File: src/rtl/core/msd_pkg.sv
`timescale 1ns / 1ps
// ----------------------------------------------------------------------------
// MIDI stream decoder package
// Codes, constants and the result record shared by the decoder core.
// ----------------------------------------------------------------------------
package msd_pkg;

    // Byte values with a fixed meaning
    localparam logic [7:0] BYTE_ACTIVE_SENSE = 8'hFE;
    localparam logic [7:0] BYTE_SYSTEM_BASE  = 8'd240;
    localparam logic [7:0] BYTE_SYSEX        = 8'd240;
    localparam logic [7:0] BYTE_SONG_POS     = 8'd242;
    localparam logic [7:0] BYTE_SONG_SEL     = 8'd243;
    localparam logic [7:0] BYTE_TUNE         = 8'd246;
    localparam logic [7:0] BYTE_EOX          = 8'd247;
    localparam logic [7:0] BYTE_CLOCK        = 8'd248;
    localparam logic [7:0] BYTE_START        = 8'd250;
    localparam logic [7:0] BYTE_CONTINUE     = 8'd251;
    localparam logic [7:0] BYTE_STOP         = 8'd252;
    localparam logic [7:0] BYTE_RESET        = 8'd255;

    // byte_kind codes
    localparam logic [2:0] BK_STATUS       = 3'd0;
    localparam logic [2:0] BK_DATA_SAME    = 3'd1;
    localparam logic [2:0] BK_DATA_NEW_ROW = 3'd2;
    localparam logic [2:0] BK_SENSE_FIRST  = 3'd3;
    localparam logic [2:0] BK_SENSE_REPEAT = 3'd4;

    // status_code values for system bytes
    localparam logic [4:0] SC_SYSEX     = 5'd7;
    localparam logic [4:0] SC_SONG_POS  = 5'd8;
    localparam logic [4:0] SC_SONG_SEL  = 5'd9;
    localparam logic [4:0] SC_TUNE      = 5'd10;
    localparam logic [4:0] SC_EOX       = 5'd11;
    localparam logic [4:0] SC_CLOCK     = 5'd12;
    localparam logic [4:0] SC_START     = 5'd13;
    localparam logic [4:0] SC_CONTINUE  = 5'd14;
    localparam logic [4:0] SC_STOP      = 5'd15;
    localparam logic [4:0] SC_RESET     = 5'd16;
    localparam logic [4:0] SC_UNDEFINED = 5'd17;

    // Message kinds (running status)
    localparam logic [2:0] MK_UNKNOWN   = 3'd0;
    localparam logic [2:0] MK_NOTE_PAIR = 3'd1;
    localparam logic [2:0] MK_KEY_PRESS = 3'd2;
    localparam logic [2:0] MK_CONTROL   = 3'd3;
    localparam logic [2:0] MK_PLAIN     = 3'd4;
    localparam logic [2:0] MK_BEND      = 3'd5;
    localparam logic [2:0] MK_SONG_POS  = 3'd6;
    localparam logic [2:0] MK_CHAN_PRES = 3'd7;

    // data_role codes
    localparam logic [3:0] DR_UNKNOWN    = 4'd0;
    localparam logic [3:0] DR_NOTE       = 4'd1;
    localparam logic [3:0] DR_VELOCITY   = 4'd2;
    localparam logic [3:0] DR_VALUE      = 4'd3;
    localparam logic [3:0] DR_CONTROLLER = 4'd4;
    localparam logic [3:0] DR_PLAIN      = 4'd5;
    localparam logic [3:0] DR_BEND_LOW   = 4'd6;
    localparam logic [3:0] DR_BEND_FULL  = 4'd7;
    localparam logic [3:0] DR_SPP_LOW    = 4'd8;
    localparam logic [3:0] DR_SPP_FULL   = 4'd9;

    localparam logic [13:0] BEND_CENTRE = 14'd8192;

    // Result record, first member in the highest bits of the struct
    typedef struct packed {
        logic        [4:0]  song_clock;
        logic        [2:0]  song_beat;
        logic        [10:0] song_measure;
        logic signed [13:0] bend_value;
        logic               controller_lsb;
        logic signed [4:0]  note_octave;
        logic        [3:0]  note_pitch;
        logic        [3:0]  data_role;
        logic        [4:0]  channel_number;
        logic        [4:0]  status_code;
        logic        [2:0]  byte_kind;
        logic        [15:0] byte_index;
    } result_t;

    // Running status for channel status bytes, indexed by bits 6:4
    function automatic logic [2:0] kind_of_status(input logic [2:0] t);
        logic [2:0] k;
        case (t)
            3'd0:    k = MK_NOTE_PAIR;
            3'd1:    k = MK_NOTE_PAIR;
            3'd2:    k = MK_KEY_PRESS;
            3'd3:    k = MK_CONTROL;
            3'd4:    k = MK_PLAIN;
            3'd5:    k = MK_CHAN_PRES;
            3'd6:    k = MK_BEND;
            default: k = MK_UNKNOWN;
        endcase
        return k;
    endfunction

endpackage

File: src/rtl/core/midi_stream_decoder_core.sv
`timescale 1ns / 1ps
// ----------------------------------------------------------------------------
// MIDI stream decoder core
// Decodes one MIDI byte per transfer into status, data role and values.
// ----------------------------------------------------------------------------
// Each accepted byte yields exactly one result in the following cycle. The decode is
// a single pass of short logic from the input byte and the running-status
// registers into the output register, so a byte is taken every cycle for as
// long as the result side takes transfers; s_tready drops only while a
// result waits in the output register and m_tready is low. Active sensing
// is reported but not counted in byte_index.
module midi_stream_decoder_core
    import msd_pkg::*;
#(
    parameter int ROW_BYTES = 2
)
(
    input  logic        clk,
    input  logic        rst_n,
    input  logic        s_tvalid,
    output logic        s_tready,
    input  logic [7:0]  s_tdata,   // [7:0] midi_byte
    output logic        m_tvalid,
    input  logic        m_tready,
    // [15:0] byte_index, [18:16] byte_kind, [23:19] status_code,
    // [28:24] channel_number, [32:29] data_role, [36:33] note_pitch,
    // [41:37] note_octave, [42] controller_lsb, [56:43] bend_value,
    // [67:57] song_measure, [70:68] song_beat, [75:71] song_clock, [79:76] 0
    output logic [79:0] m_tdata
);

    localparam logic [2:0] ROW_LIMIT = 3'(ROW_BYTES);

    logic [2:0]  kind_reg,    kind_next;
    logic        second_reg,  second_next;
    logic [6:0]  low_reg,     low_next;
    logic [15:0] counter_reg, counter_next;
    logic [1:0]  row_reg,     row_next;
    logic        sense_reg,   sense_next;

    result_t     res_reg, res_next;
    logic        valid_reg;

    logic        accept;
    logic [6:0]  data7;
    logic [8:0]  div_prod;
    logic [3:0]  note_quo;
    logic [6:0]  note_rem;
    logic [13:0] full;

    assign s_tready = !valid_reg || m_tready;
    assign accept   = s_tvalid && s_tready;
    assign m_tvalid = valid_reg;
    assign m_tdata  = {4'd0, res_reg};

    // note / 12 as (note / 4) / 3, the latter by reciprocal 11/32 (exact below 32)
    assign data7    = s_tdata[6:0];
    assign div_prod = 9'(s_tdata[6:2]) * 9'd11;
    assign note_quo = div_prod[8:5];
    assign note_rem = data7 - 7'({note_quo, 3'b000}) - 7'({note_quo, 2'b00});
    assign full     = {data7, low_reg};

    always_comb
    begin
        res_next     = '0;
        kind_next    = kind_reg;
        second_next  = second_reg;
        low_next     = low_reg;
        counter_next = counter_reg;
        row_next     = row_reg;
        sense_next   = sense_reg;

        if (s_tdata == BYTE_ACTIVE_SENSE)
        begin
            res_next.byte_index = counter_reg;
            res_next.byte_kind  = sense_reg ? BK_SENSE_REPEAT : BK_SENSE_FIRST;
            sense_next          = 1'b1;
            row_next            = 2'd0;
        end
        else
        begin
            counter_next        = counter_reg + 16'd1;
            res_next.byte_index = counter_next;

            if (s_tdata[7])
            begin
                row_next           = 2'd0;
                res_next.byte_kind = BK_STATUS;
                if (s_tdata < BYTE_SYSTEM_BASE)
                begin
                    res_next.status_code    = 5'(s_tdata[6:4]);
                    res_next.channel_number = 5'(s_tdata[3:0]) + 5'd1;
                    kind_next               = kind_of_status(s_tdata[6:4]);
                    second_next             = 1'b0;
                end
                else
                begin
                    case (s_tdata)
                        BYTE_SYSEX:
                        begin
                            res_next.status_code = SC_SYSEX;
                            kind_next            = MK_PLAIN;
                            second_next          = 1'b0;
                        end
                        BYTE_SONG_POS:
                        begin
                            res_next.status_code = SC_SONG_POS;
                            kind_next            = MK_SONG_POS;
                            second_next          = 1'b0;
                        end
                        BYTE_SONG_SEL:
                        begin
                            res_next.status_code = SC_SONG_SEL;
                            kind_next            = MK_PLAIN;
                            second_next          = 1'b0;
                        end
                        BYTE_TUNE:
                        begin
                            res_next.status_code = SC_TUNE;
                            kind_next            = MK_UNKNOWN;
                        end
                        BYTE_EOX:
                        begin
                            res_next.status_code = SC_EOX;
                            kind_next            = MK_UNKNOWN;
                        end
                        // real-time bytes hold running status
                        BYTE_CLOCK:    res_next.status_code = SC_CLOCK;
                        BYTE_START:    res_next.status_code = SC_START;
                        BYTE_CONTINUE: res_next.status_code = SC_CONTINUE;
                        BYTE_STOP:     res_next.status_code = SC_STOP;
                        BYTE_RESET:    res_next.status_code = SC_RESET;
                        default:
                        begin
                            res_next.status_code = SC_UNDEFINED;
                            kind_next            = MK_UNKNOWN;
                        end
                    endcase
                end
            end
            else
            begin
                if (!second_reg)
                begin
                    case (kind_reg)
                        MK_NOTE_PAIR, MK_KEY_PRESS:
                        begin
                            res_next.data_role   = DR_NOTE;
                            res_next.note_pitch  = note_rem[3:0];
                            res_next.note_octave = signed'(5'(note_quo) - 5'd1);
                            second_next          = 1'b1;
                        end
                        MK_CONTROL:
                        begin
                            res_next.data_role      = DR_CONTROLLER;
                            res_next.controller_lsb = (data7[6:5] == 2'b01);
                            second_next             = 1'b1;
                        end
                        MK_PLAIN:     res_next.data_role = DR_PLAIN;
                        MK_BEND:
                        begin
                            res_next.data_role = DR_BEND_LOW;
                            low_next           = data7;
                            second_next        = 1'b1;
                        end
                        MK_SONG_POS:
                        begin
                            res_next.data_role = DR_SPP_LOW;
                            low_next           = data7;
                            second_next        = 1'b1;
                        end
                        MK_CHAN_PRES: res_next.data_role = DR_VALUE;
                        default:      res_next.data_role = DR_UNKNOWN;
                    endcase
                end
                else
                begin
                    case (kind_reg)
                        MK_NOTE_PAIR:
                        begin
                            res_next.data_role = DR_VELOCITY;
                            second_next        = 1'b0;
                        end
                        MK_KEY_PRESS, MK_CONTROL, MK_CHAN_PRES:
                        begin
                            res_next.data_role = DR_VALUE;
                            second_next        = 1'b0;
                        end
                        MK_PLAIN:     res_next.data_role = DR_PLAIN;
                        MK_BEND:
                        begin
                            res_next.data_role  = DR_BEND_FULL;
                            res_next.bend_value = signed'(full - BEND_CENTRE);
                            second_next         = 1'b0;
                        end
                        MK_SONG_POS:
                        begin
                            res_next.data_role    = DR_SPP_FULL;
                            res_next.song_measure = 11'(full[13:4]) + 11'd1;
                            res_next.song_beat    = 3'(full[3:2]) + 3'd1;
                            res_next.song_clock   = 5'(full[1:0]) * 5'd6 + 5'd1;
                            second_next           = 1'b0;
                        end
                        default:      res_next.data_role = DR_UNKNOWN;
                    endcase
                end

                // start a new display row once the row is full
                if (3'(row_reg) + 3'd1 > ROW_LIMIT)
                begin
                    row_next           = 2'd1;
                    res_next.byte_kind = BK_DATA_NEW_ROW;
                end
                else
                begin
                    row_next           = row_reg + 2'd1;
                    res_next.byte_kind = BK_DATA_SAME;
                end
            end
        end
    end

    always_ff @(posedge clk or negedge rst_n)
    begin
        if (!rst_n)
        begin
            kind_reg    <= MK_UNKNOWN;
            second_reg  <= 1'b0;
            low_reg     <= 7'd0;
            counter_reg <= 16'd0;
            row_reg     <= 2'd0;
            sense_reg   <= 1'b0;
            valid_reg   <= 1'b0;
        end
        else
        begin
            if (accept)
            begin
                kind_reg    <= kind_next;
                second_reg  <= second_next;
                low_reg     <= low_next;
                counter_reg <= counter_next;
                row_reg     <= row_next;
                sense_reg   <= sense_next;
                valid_reg   <= 1'b1;
            end
            else if (m_tready)
            begin
                valid_reg <= 1'b0;
            end
        end
    end

    // hold the result until the downstream transfer completes
    always_ff @(posedge clk)
    begin
        if (accept)
        begin
            res_reg <= res_next;
        end
    end

    a_row_bound: assert property (@(posedge clk) disable iff (!rst_n)
        3'(row_reg) <= ROW_LIMIT)
        else $error("row count above row length");

    a_count_step: assert property (@(posedge clk) disable iff (!rst_n)
        (accept && s_tdata != BYTE_ACTIVE_SENSE)
        |=> counter_reg == $past(counter_reg) + 16'd1)
        else $error("byte counter did not advance");

    a_sense_hold: assert property (@(posedge clk) disable iff (!rst_n)
        (accept && s_tdata == BYTE_ACTIVE_SENSE)
        |=> sense_reg && counter_reg == $past(counter_reg) && row_reg == 2'd0)
        else $error("active sense disturbed the count");

    a_status_role: assert property (@(posedge clk) disable iff (!rst_n)
        (valid_reg && res_reg.byte_kind == BK_STATUS)
        |-> res_reg.data_role == DR_UNKNOWN && res_reg.status_code <= SC_UNDEFINED)
        else $error("status result carries a data role");

    a_result_index: assert property (@(posedge clk) disable iff (!rst_n)
        (accept && s_tdata != BYTE_ACTIVE_SENSE)
        |=> valid_reg && res_reg.byte_index == counter_reg)
        else $error("result index differs from counter");

endmodule

File: config.mk
export PLATFORM = sky130hd
export DESIGN_NAME = midi_stream_decoder_core
export DESIGN_NICKNAME = d
export VERILOG_FILES = /design/src/rtl/core/msd_pkg.sv /design/src/rtl/core/midi_stream_decoder_core.sv
export SDC_FILE = /design/constraint.sdc
export NUM_CORES = 1
export LEC_CHECK = 0
export BUFFER_PORTS_ARGS = -buffer_cell sky130_fd_sc_hd__clkbuf_2
export CORE_ASPECT_RATIO = 1.1
export CORE_UTILIZATION = 55
export CTS_BUF_LIST = sky130_fd_sc_hd__clkbuf_4 sky130_fd_sc_hd__clkbuf_8
export CTS_CLUSTER_SIZE = 12
export DETAILED_ROUTE_END_ITERATION = 8
export PLACE_DENSITY = 0.79
export SYNTH_ARGS = -nofsm -noshare
export SYNTH_HDL_FRONTEND = slang
export SYNTH_SLANG_ARGS = --single-unit
File: constraint.sdc
create_clock -name clk -period 3.58 [get_ports clk]
set_input_delay 0.358 -clock clk [delete_from_list [all_inputs] [get_ports clk]]
set_output_delay 0.358 -clock clk [all_outputs]
set_load 0.02 [all_outputs]
==> flow_metrics.env, run 1 <==
export IMPL_wirelength_um=9946
export IMPL_hp_class="primary input to asynchronous set/reset pin"
export IMPL_syn_to_final_growth_pct=14.03
export IMPL_ff2ff_path_depth=5
export IMPL_synthArstFlopShare_pct=28.97
export IMPL_num_rows=37
export IMPL_drv_cap=0
export IMPL_rsz0062_at_grt="false"
export IMPL_synth_largest_area_cell="edfxtp_1"
export IMPL_start_util_pct=56.36
export IMPL_p_sw_share_pct=30.86
export IMPL_crit_start="s_tdata[3]"
export IMPL_power_share_clock_pct=25.0
export IMPL_io_buffers=89
export IMPL_dieHeight_um=104.7
export IMPL_die_w_um=95.33
export IMPL_cp_arrival_ns=3.32
export IMPL_synth_cell_type_count=47
export IMPL_hold_violations=0
export IMPL_cp_end_kind="flip-flop"
export IMPL_internal_power_mw=2.213
export IMPL_p_switching_mw=0.9880
export IMPL_fin_crit_ns=3.098
export IMPL_cts_path_max_buffers=2
export IMPL_ir_drop_mv=0.2258
export IMPL_setup_slack_ns=0.4818
export IMPL_drv_slew=0
export IMPL_skew_ns=0.008498
export IMPL_ys_ff_latch=107
export IMPL_drtIter0Drc=230
export IMPL_p_seq_share_pct=52.6
export IMPL_drive_gt1_share_pct=23.89
export IMPL_ys_flop_type="edfxtp_1"
export IMPL_yosys_area_top_type_share_pct=43.30
export IMPL_max_freq_ghz=0.3228
export IMPL_fin_cells=657
export IMPL_critPathMaxFanout=5
export IMPL_yosysMostFrequentCell="edfxtp_1"
export IMPL_dp_final_hpwl_um=7094
export IMPL_largest_reg_flops=76
export IMPL_p_per_area_nw_per_um2=532.7
export IMPL_vias_per_cell=5.493
export IMPL_synth_area_leaders="edfxtp_1, dfrtp_1, ha_1"
export IMPL_slew_headroom_pct=44.68
export IMPL_total_power_mw=3.202
export IMPL_cp_start_kind="primary input"
export IMPL_numCtsBuffers=9
export IMPL_holdWs_ns=0.04902
export IMPL_r2r_start="m_tvalid$_DFFE_PN0P_"
export IMPL_clockRootBuffer="clkbuf_8"
export IMPL_syn_area_per_cell_um2=11.66
export IMPL_synth_common_cells="edfxtp_1, nor2_1, nand2_1"
export IMPL_required_ns=3.81
export IMPL_yosysSeqAreaShare_pct=58.02
export IMPL_synth_cell_area_um2=5270
export IMPL_routedWlPerCell_um=15.14
export IMPL_antenna_found_initial=0
export IMPL_cts_sinks=107
export IMPL_cts_repair_resized=0
export IMPL_grt_usage_pct=21.30
export IMPL_ys_warn_count=0
export IMPL_combPwrFrac_pct=22.4
export IMPL_grt_max_degree=54
export IMPL_postCtsHoldBufs=0
export IMPL_core_um2=9351
export IMPL_setup_viol_count_final=0
export IMPL_grt_pass1_wl_um=16260
export IMPL_io_pins=94
export IMPL_dieArea_um2=9978
export IMPL_tightest_slew_ns=0.8234
export IMPL_outcome="complete, no violations"
export IMPL_drc=0
export IMPL_gr_total_overflow=0
export IMPL_num_antenna_cells=0
export IMPL_cts_clk_slew_worst_paths_ns=0.10
export IMPL_regToRegSetupSlack_ns=1.39
export IMPL_syn_inst=452
export IMPL_cts_tree="yes"
export IMPL_final_setup_tns_ns=0
export IMPL_first_pass_iters=4
export IMPL_crit_type="primary input to flip-flop"
export IMPL_ant_nets=0
export IMPL_synth_enable_flop_cells=76
export IMPL_design_area_um2=6010
export IMPL_grt_pass1_vias=3419
export IMPL_power_leakage_nw=2.532
export IMPL_gp_congestion=0.8168
export IMPL_finalNetCount=571
export IMPL_placedCellCount=641
export IMPL_postLayoutCoreUtil_pct=64.26
export IMPL_dpl_cell_area_um2=5791
export IMPL_fin_crit_sh_pct=86.54
export IMPL_num_vias=3609
export IMPL_post_cts_setup_buffer_count=0
export IMPL_dp_slack_ns=0.1489
export IMPL_clk_latency_ns=0.37
export IMPL_cts_htree_levels=3
export IMPL_rr_endpoint="low_reg[6]$_DFFE_PN0P_"
==> cell usage in the layout (no fill, tap or decap), types with 2 or more instances in the layout <==
cell type   synthesis  layout
a211oi_1            2       2
and3_1             11      11
nand2_1            34      34
xor2_1             19      19
edfxtp_1           76      76
xnor2_1            30      30
ha_1               23      23
nand3_1            10      10
or3_1               5       5
clkbuf_8            0       9
o21a_1              2       2
mux2_2             10      10
a21oi_1            13      13
mux2i_1             2       2
conb_1              1       4
o211ai_1            4       4
clkinv_1            1       2
nand4_1             7       7
o22ai_1             4       4
inv_1              20      20
and2_1             13      12
or2_2               2       2
dfrtp_1            31      31
bufinv_16           0       2
nor2_1             50      50
o21ai_0            11      11
clkbuf_2            0      89
nor3_1             16      16
buf_4               4       6
nand2b_1            5       5
clkinvlp_4          0       2
a31oi_1             2       2
nor4_1              8       8
==> kinds of logic after synthesis <==
kind of cell / share of synthesized area (%)
XOR/XNOR: 8.143
other: 0.07116
buffers and inverters: 3.965
adder cells (fa/ha/maj): 5.841
flip-flops: 58.02
AND/OR/NAND/NOR: 16.33
AO/OA/AOI/OAI: 5.104
multiplexers: 2.517
==> worst max-delay path, stage by stage <==
cell and delay [ns]:
clkbuf_2 0.09, ha_1 0.27, inv_1 0.05, fa_1 0.50, inv_1 0.04, ha_1 0.30, o21ai_0 0.20, a21oi_1 0.13
o21a_1 0.24, or2_2 0.32, ha_1 0.22, xnor2_1 0.14, or3_1 0.31, a21oi_1 0.14
==> power by group through the flow <==
stage	clock, mW	sequential, mW	combinational [mW]
5_1_grt	0.850	1.71	0.800
3_5_place_dp	0	1.71	0.711
4_1_cts	0.808	1.68	0.716
6_report	0.801	1.69	0.716
3_3_place_gp	0	1.70	0.687
2_1_floorplan	0	1.73	0.497
==> worst max-delay path by stage <==
stage	slack [ns]	depth (start not counted)	to
after CTS	0.53	14	m_tdata[39]$_SDFFCE_PP0P_
after detailed placement	0.15	14	m_tdata[39]$_SDFFCE_PP0P_
after global routing	0.28	14	m_tdata[39]$_SDFFCE_PP0P_
after global placement	0.30	14	m_tdata[39]$_SDFFCE_PP0P_
final	0.48	14	m_tdata[39]$_SDFFCE_PP0P_
after floorplan	0.47	13	m_tdata[39]$_SDFFCE_PP0P_
==> area by class of cell <==
| cell class | instances | area [µm²] |
|---|---|---|
| fillers | 750 | 3342 |
| clock buffers | 10 | 131.4 |
| multi-input cells | 301 | 2017 |
| well taps | 117 | 146.4 |
| repair buffers | 95 | 490.5 |
| clock inverters | 6 | 87.58 |
| flip-flops and latches | 107 | 3058 |
| inverters | 21 | 78.83 |
==> metal layers <==
metal | up-vias | GRT usage (%) | share of wire (%)
met4 | 0 | 8.658 | 2.4
met1 | 1708 | 28.24 | 43
met3 | 24 | 3.857 | 5.2
met2 | 128 | 34.29 | 50
met5 | - | 0 | 0
li1 | 1749 | - | -
Power figures use the tool's default switching activity.
==> run 2, diff against run 1 <==
--- a/config.mk
+++ b/config.mk
@@ -6,12 +6,16 @@
 export NUM_CORES = 1
 export LEC_CHECK = 0
 export BUFFER_PORTS_ARGS = -buffer_cell sky130_fd_sc_hd__clkbuf_2
+export CELL_PAD_IN_SITES_DETAIL_PLACEMENT = 1
+export CELL_PAD_IN_SITES_GLOBAL_PLACEMENT = 2
 export CORE_ASPECT_RATIO = 1.1
-export CORE_UTILIZATION = 55
+export CORE_UTILIZATION = 38
 export CTS_BUF_LIST = sky130_fd_sc_hd__clkbuf_4 sky130_fd_sc_hd__clkbuf_8
+export CTS_CLUSTER_DIAMETER = 30
 export CTS_CLUSTER_SIZE = 12
 export DETAILED_ROUTE_END_ITERATION = 8
-export PLACE_DENSITY = 0.79
+export PLACE_DENSITY_LB_ADDON = 0.1
 export SYNTH_ARGS = -nofsm -noshare
 export SYNTH_HDL_FRONTEND = slang
 export SYNTH_SLANG_ARGS = --single-unit
+export TNS_END_PERCENT = 20
==> run 2 against run 1 <==
Via count rose by 0.28%. Clock-buffer cell count decreased by 1. Flip-flop and latch count unchanged. Wire length is 20% higher. Critical path type unchanged. Sequential power about the same. Register-to-register slack gained 0.16 ns. Clock power is 2% lower. Sequential share of layout area is 0.83 points lower. Highest routed layer unchanged. Non-clock buffer count grew 2.
==> flow_metrics.env, run 2 (synthesis gave the netlist of run 1 again) <==
export IMPL_total_power_mw=3.206
export IMPL_required_ns=3.83
export IMPL_final_cell_mix="clkbuf_2, edfxtp_1, nor2_1"
export IMPL_clockRootBuffer="clkbuf_8"
export IMPL_layout_commonest_cell="clkbuf_2"
export IMPL_final_setup_tns_ns=0
export IMPL_num_vias=3619
export IMPL_cp_start_kind="primary input"
export IMPL_combPwrFrac_pct=22.9
export IMPL_drc=0
export IMPL_fin_crit_ns=3.081
export IMPL_rr_endpoint="m_tdata[67]$_SDFFCE_PP0P_"
export IMPL_tightest_slew_ns=0.8616
export IMPL_hold_violations=0
export IMPL_p_per_area_nw_per_um2=524.7
export IMPL_dieHeight_um=125.5
export IMPL_cts_htree_levels=3
export IMPL_rsz0062_at_grt="false"
export IMPL_cts_sinks=107
export IMPL_ff2ff_path_depth=4
export IMPL_slew_headroom_pct=42.56
export IMPL_grt_max_degree=86
export IMPL_p_sw_share_pct=32.79
export IMPL_p_seq_share_pct=52.6
export IMPL_cts_path_max_buffers=2
export IMPL_ant_nets=0
export IMPL_cp_end_kind="flip-flop"
export IMPL_numCtsBuffers=9
export IMPL_fin_crit_sh_pct=86.05
export IMPL_cts_clk_slew_worst_paths_ns=0.10
export IMPL_io_pins=94
export IMPL_internal_power_mw=2.154
export IMPL_cts_repair_resized=0
export IMPL_grt_pass1_vias=3679
export IMPL_postCtsHoldBufs=0
export IMPL_p_switching_mw=1.051
export IMPL_r2r_start="kind_reg[2]$_DFFE_PN0P_"
export IMPL_power_leakage_nw=2.544
export IMPL_ir_drop_mv=0.1937
export IMPL_num_antenna_cells=0
export IMPL_critPathCapture="m_tdata[39]$_SDFFCE_PP0P_"
export IMPL_drv_cap=0
export IMPL_start_util_pct=39.39
export IMPL_critPathMaxFanout=5
export IMPL_gp_congestion=0.8155
export IMPL_fin_cells=726
export IMPL_crit_type="primary input to flip-flop"
export IMPL_grt_pass1_wl_um=18980
export IMPL_gr_total_overflow=0
export IMPL_n_fill_cell=1484
export IMPL_wirelength_um=11890
export IMPL_power_share_clock_pct=24.5
export IMPL_drive_gt1_share_pct=24.35
export IMPL_hp_class="primary input to asynchronous set/reset pin"
export IMPL_core_um2=13380
export IMPL_cts_tree="yes"
export IMPL_skew_ns=0.008470
export IMPL_first_pass_iters=6
export IMPL_num_rows=44
export IMPL_finalNetCount=573
export IMPL_io_buffers=89
export IMPL_postLayoutCoreUtil_pct=45.67
export IMPL_routedWlPerCell_um=16.38
export IMPL_antenna_found_initial=0
export IMPL_crit_start="s_tdata[3]"
export IMPL_grt_usage_pct=17.51
export IMPL_dieArea_um2=14340
export IMPL_outcome="complete, no violations"
export IMPL_drtIter0Drc=138
export IMPL_vias_per_cell=4.985
export IMPL_placedCellCount=710
export IMPL_clk_latency_ns=0.39
export IMPL_setup_viol_count_final=0
export IMPL_largest_reg_flops=76
export IMPL_max_freq_ghz=0.3246
export IMPL_drv_slew=0
export IMPL_syn_to_final_growth_pct=15.93
export IMPL_dp_final_hpwl_um=8272
export IMPL_die_w_um=114.3
export IMPL_cp_arrival_ns=3.33
export IMPL_post_cts_setup_buffer_count=0
export IMPL_regToRegSetupSlack_ns=1.55
[run 2: cell types whose count changed in the layout (fill, tap and decap cells not counted), sizes merged]
cell	change
bufinv	-1
clkbuf	-1
clkinvlp	-1
clkinv	+1
inv	+2
buf	+2
[run 2: per-stage QoR]
stage | cell area, µm² | hold WS (ns) | setup WS, ns
after floorplan | 5281 | 0.06241 | 0.4694
after global placement | 5902 | 0.4752 | 0.2539
after detailed placement | 5902 | 0.4756 | 0.1024
after CTS | 6110 | 0.07823 | 0.5190
after global routing | 6110 | 0.1115 | 0.3455
final | 6110 | 0.06152 | 0.4994
[run 2: layout make-up]
class,instances,area (µm²),share of cell area [%]
multi-input combinational,301,2017,33.01
clock buffer,9,123.9,2.027
tap,184,230.2,3.768
inverter,21,78.83,1.290
timing repair buffer,97,518.0,8.478
clock inverter,7,83.83,1.372
sequential,107,3058,50.05
[run 2: power groups by stage]
stage	Sequential, mW	Clock, mW	Combinational, mW
global route	1.71	0.856	0.826
finish	1.69	0.785	0.734
detailed placement	1.72	0	0.743
floorplan	1.73	0	0.497
global placement	1.71	0	0.724
CTS	1.69	0.814	0.748
[run 2: worst min-delay path by stage]
| stage | depth (start not counted) | from | endpoint | slack, ns |
|---|---|---|---|---|
| 2_1_floorplan | 0 | rst_n | counter_reg[0]$_DFFE_PN0P_ | 0.06 |
| 3_3_place_gp | 1 | counter_reg[15]$_DFFE_PN0P_ | counter_reg[15]$_DFFE_PN0P_ | 0.48 |
| 3_5_place_dp | 1 | counter_reg[15]$_DFFE_PN0P_ | counter_reg[15]$_DFFE_PN0P_ | 0.48 |
| 4_1_cts | 1 | rst_n | low_reg[6]$_DFFE_PN0P_ | 0.08 |
| 5_1_grt | 1 | rst_n | counter_reg[13]$_DFFE_PN0P_ | 0.11 |
| 6_report | 1 | rst_n | low_reg[3]$_DFFE_PN0P_ | 0.06 |
[run 2: critical path, cell delays in order]
cell	delay (ns)
clkbuf_2	0.09
ha_1	0.27
inv_1	0.05
fa_1	0.49
inv_1	0.04
ha_1	0.30
o21ai_0	0.19
a21oi_1	0.14
o21a_1	0.25
or2_2	0.33
ha_1	0.22
xnor2_1	0.14
or3_1	0.32
a21oi_1	0.14
[run 2: per-layer routing]
metal	vias up	part of all wire (%)	track usage, %
li1	1749	-	-
met1	1786	46	22.97
met4	0	1.3	5.271
met2	74	49	28.73
met3	10	4.1	4.023
met5	-	0	0
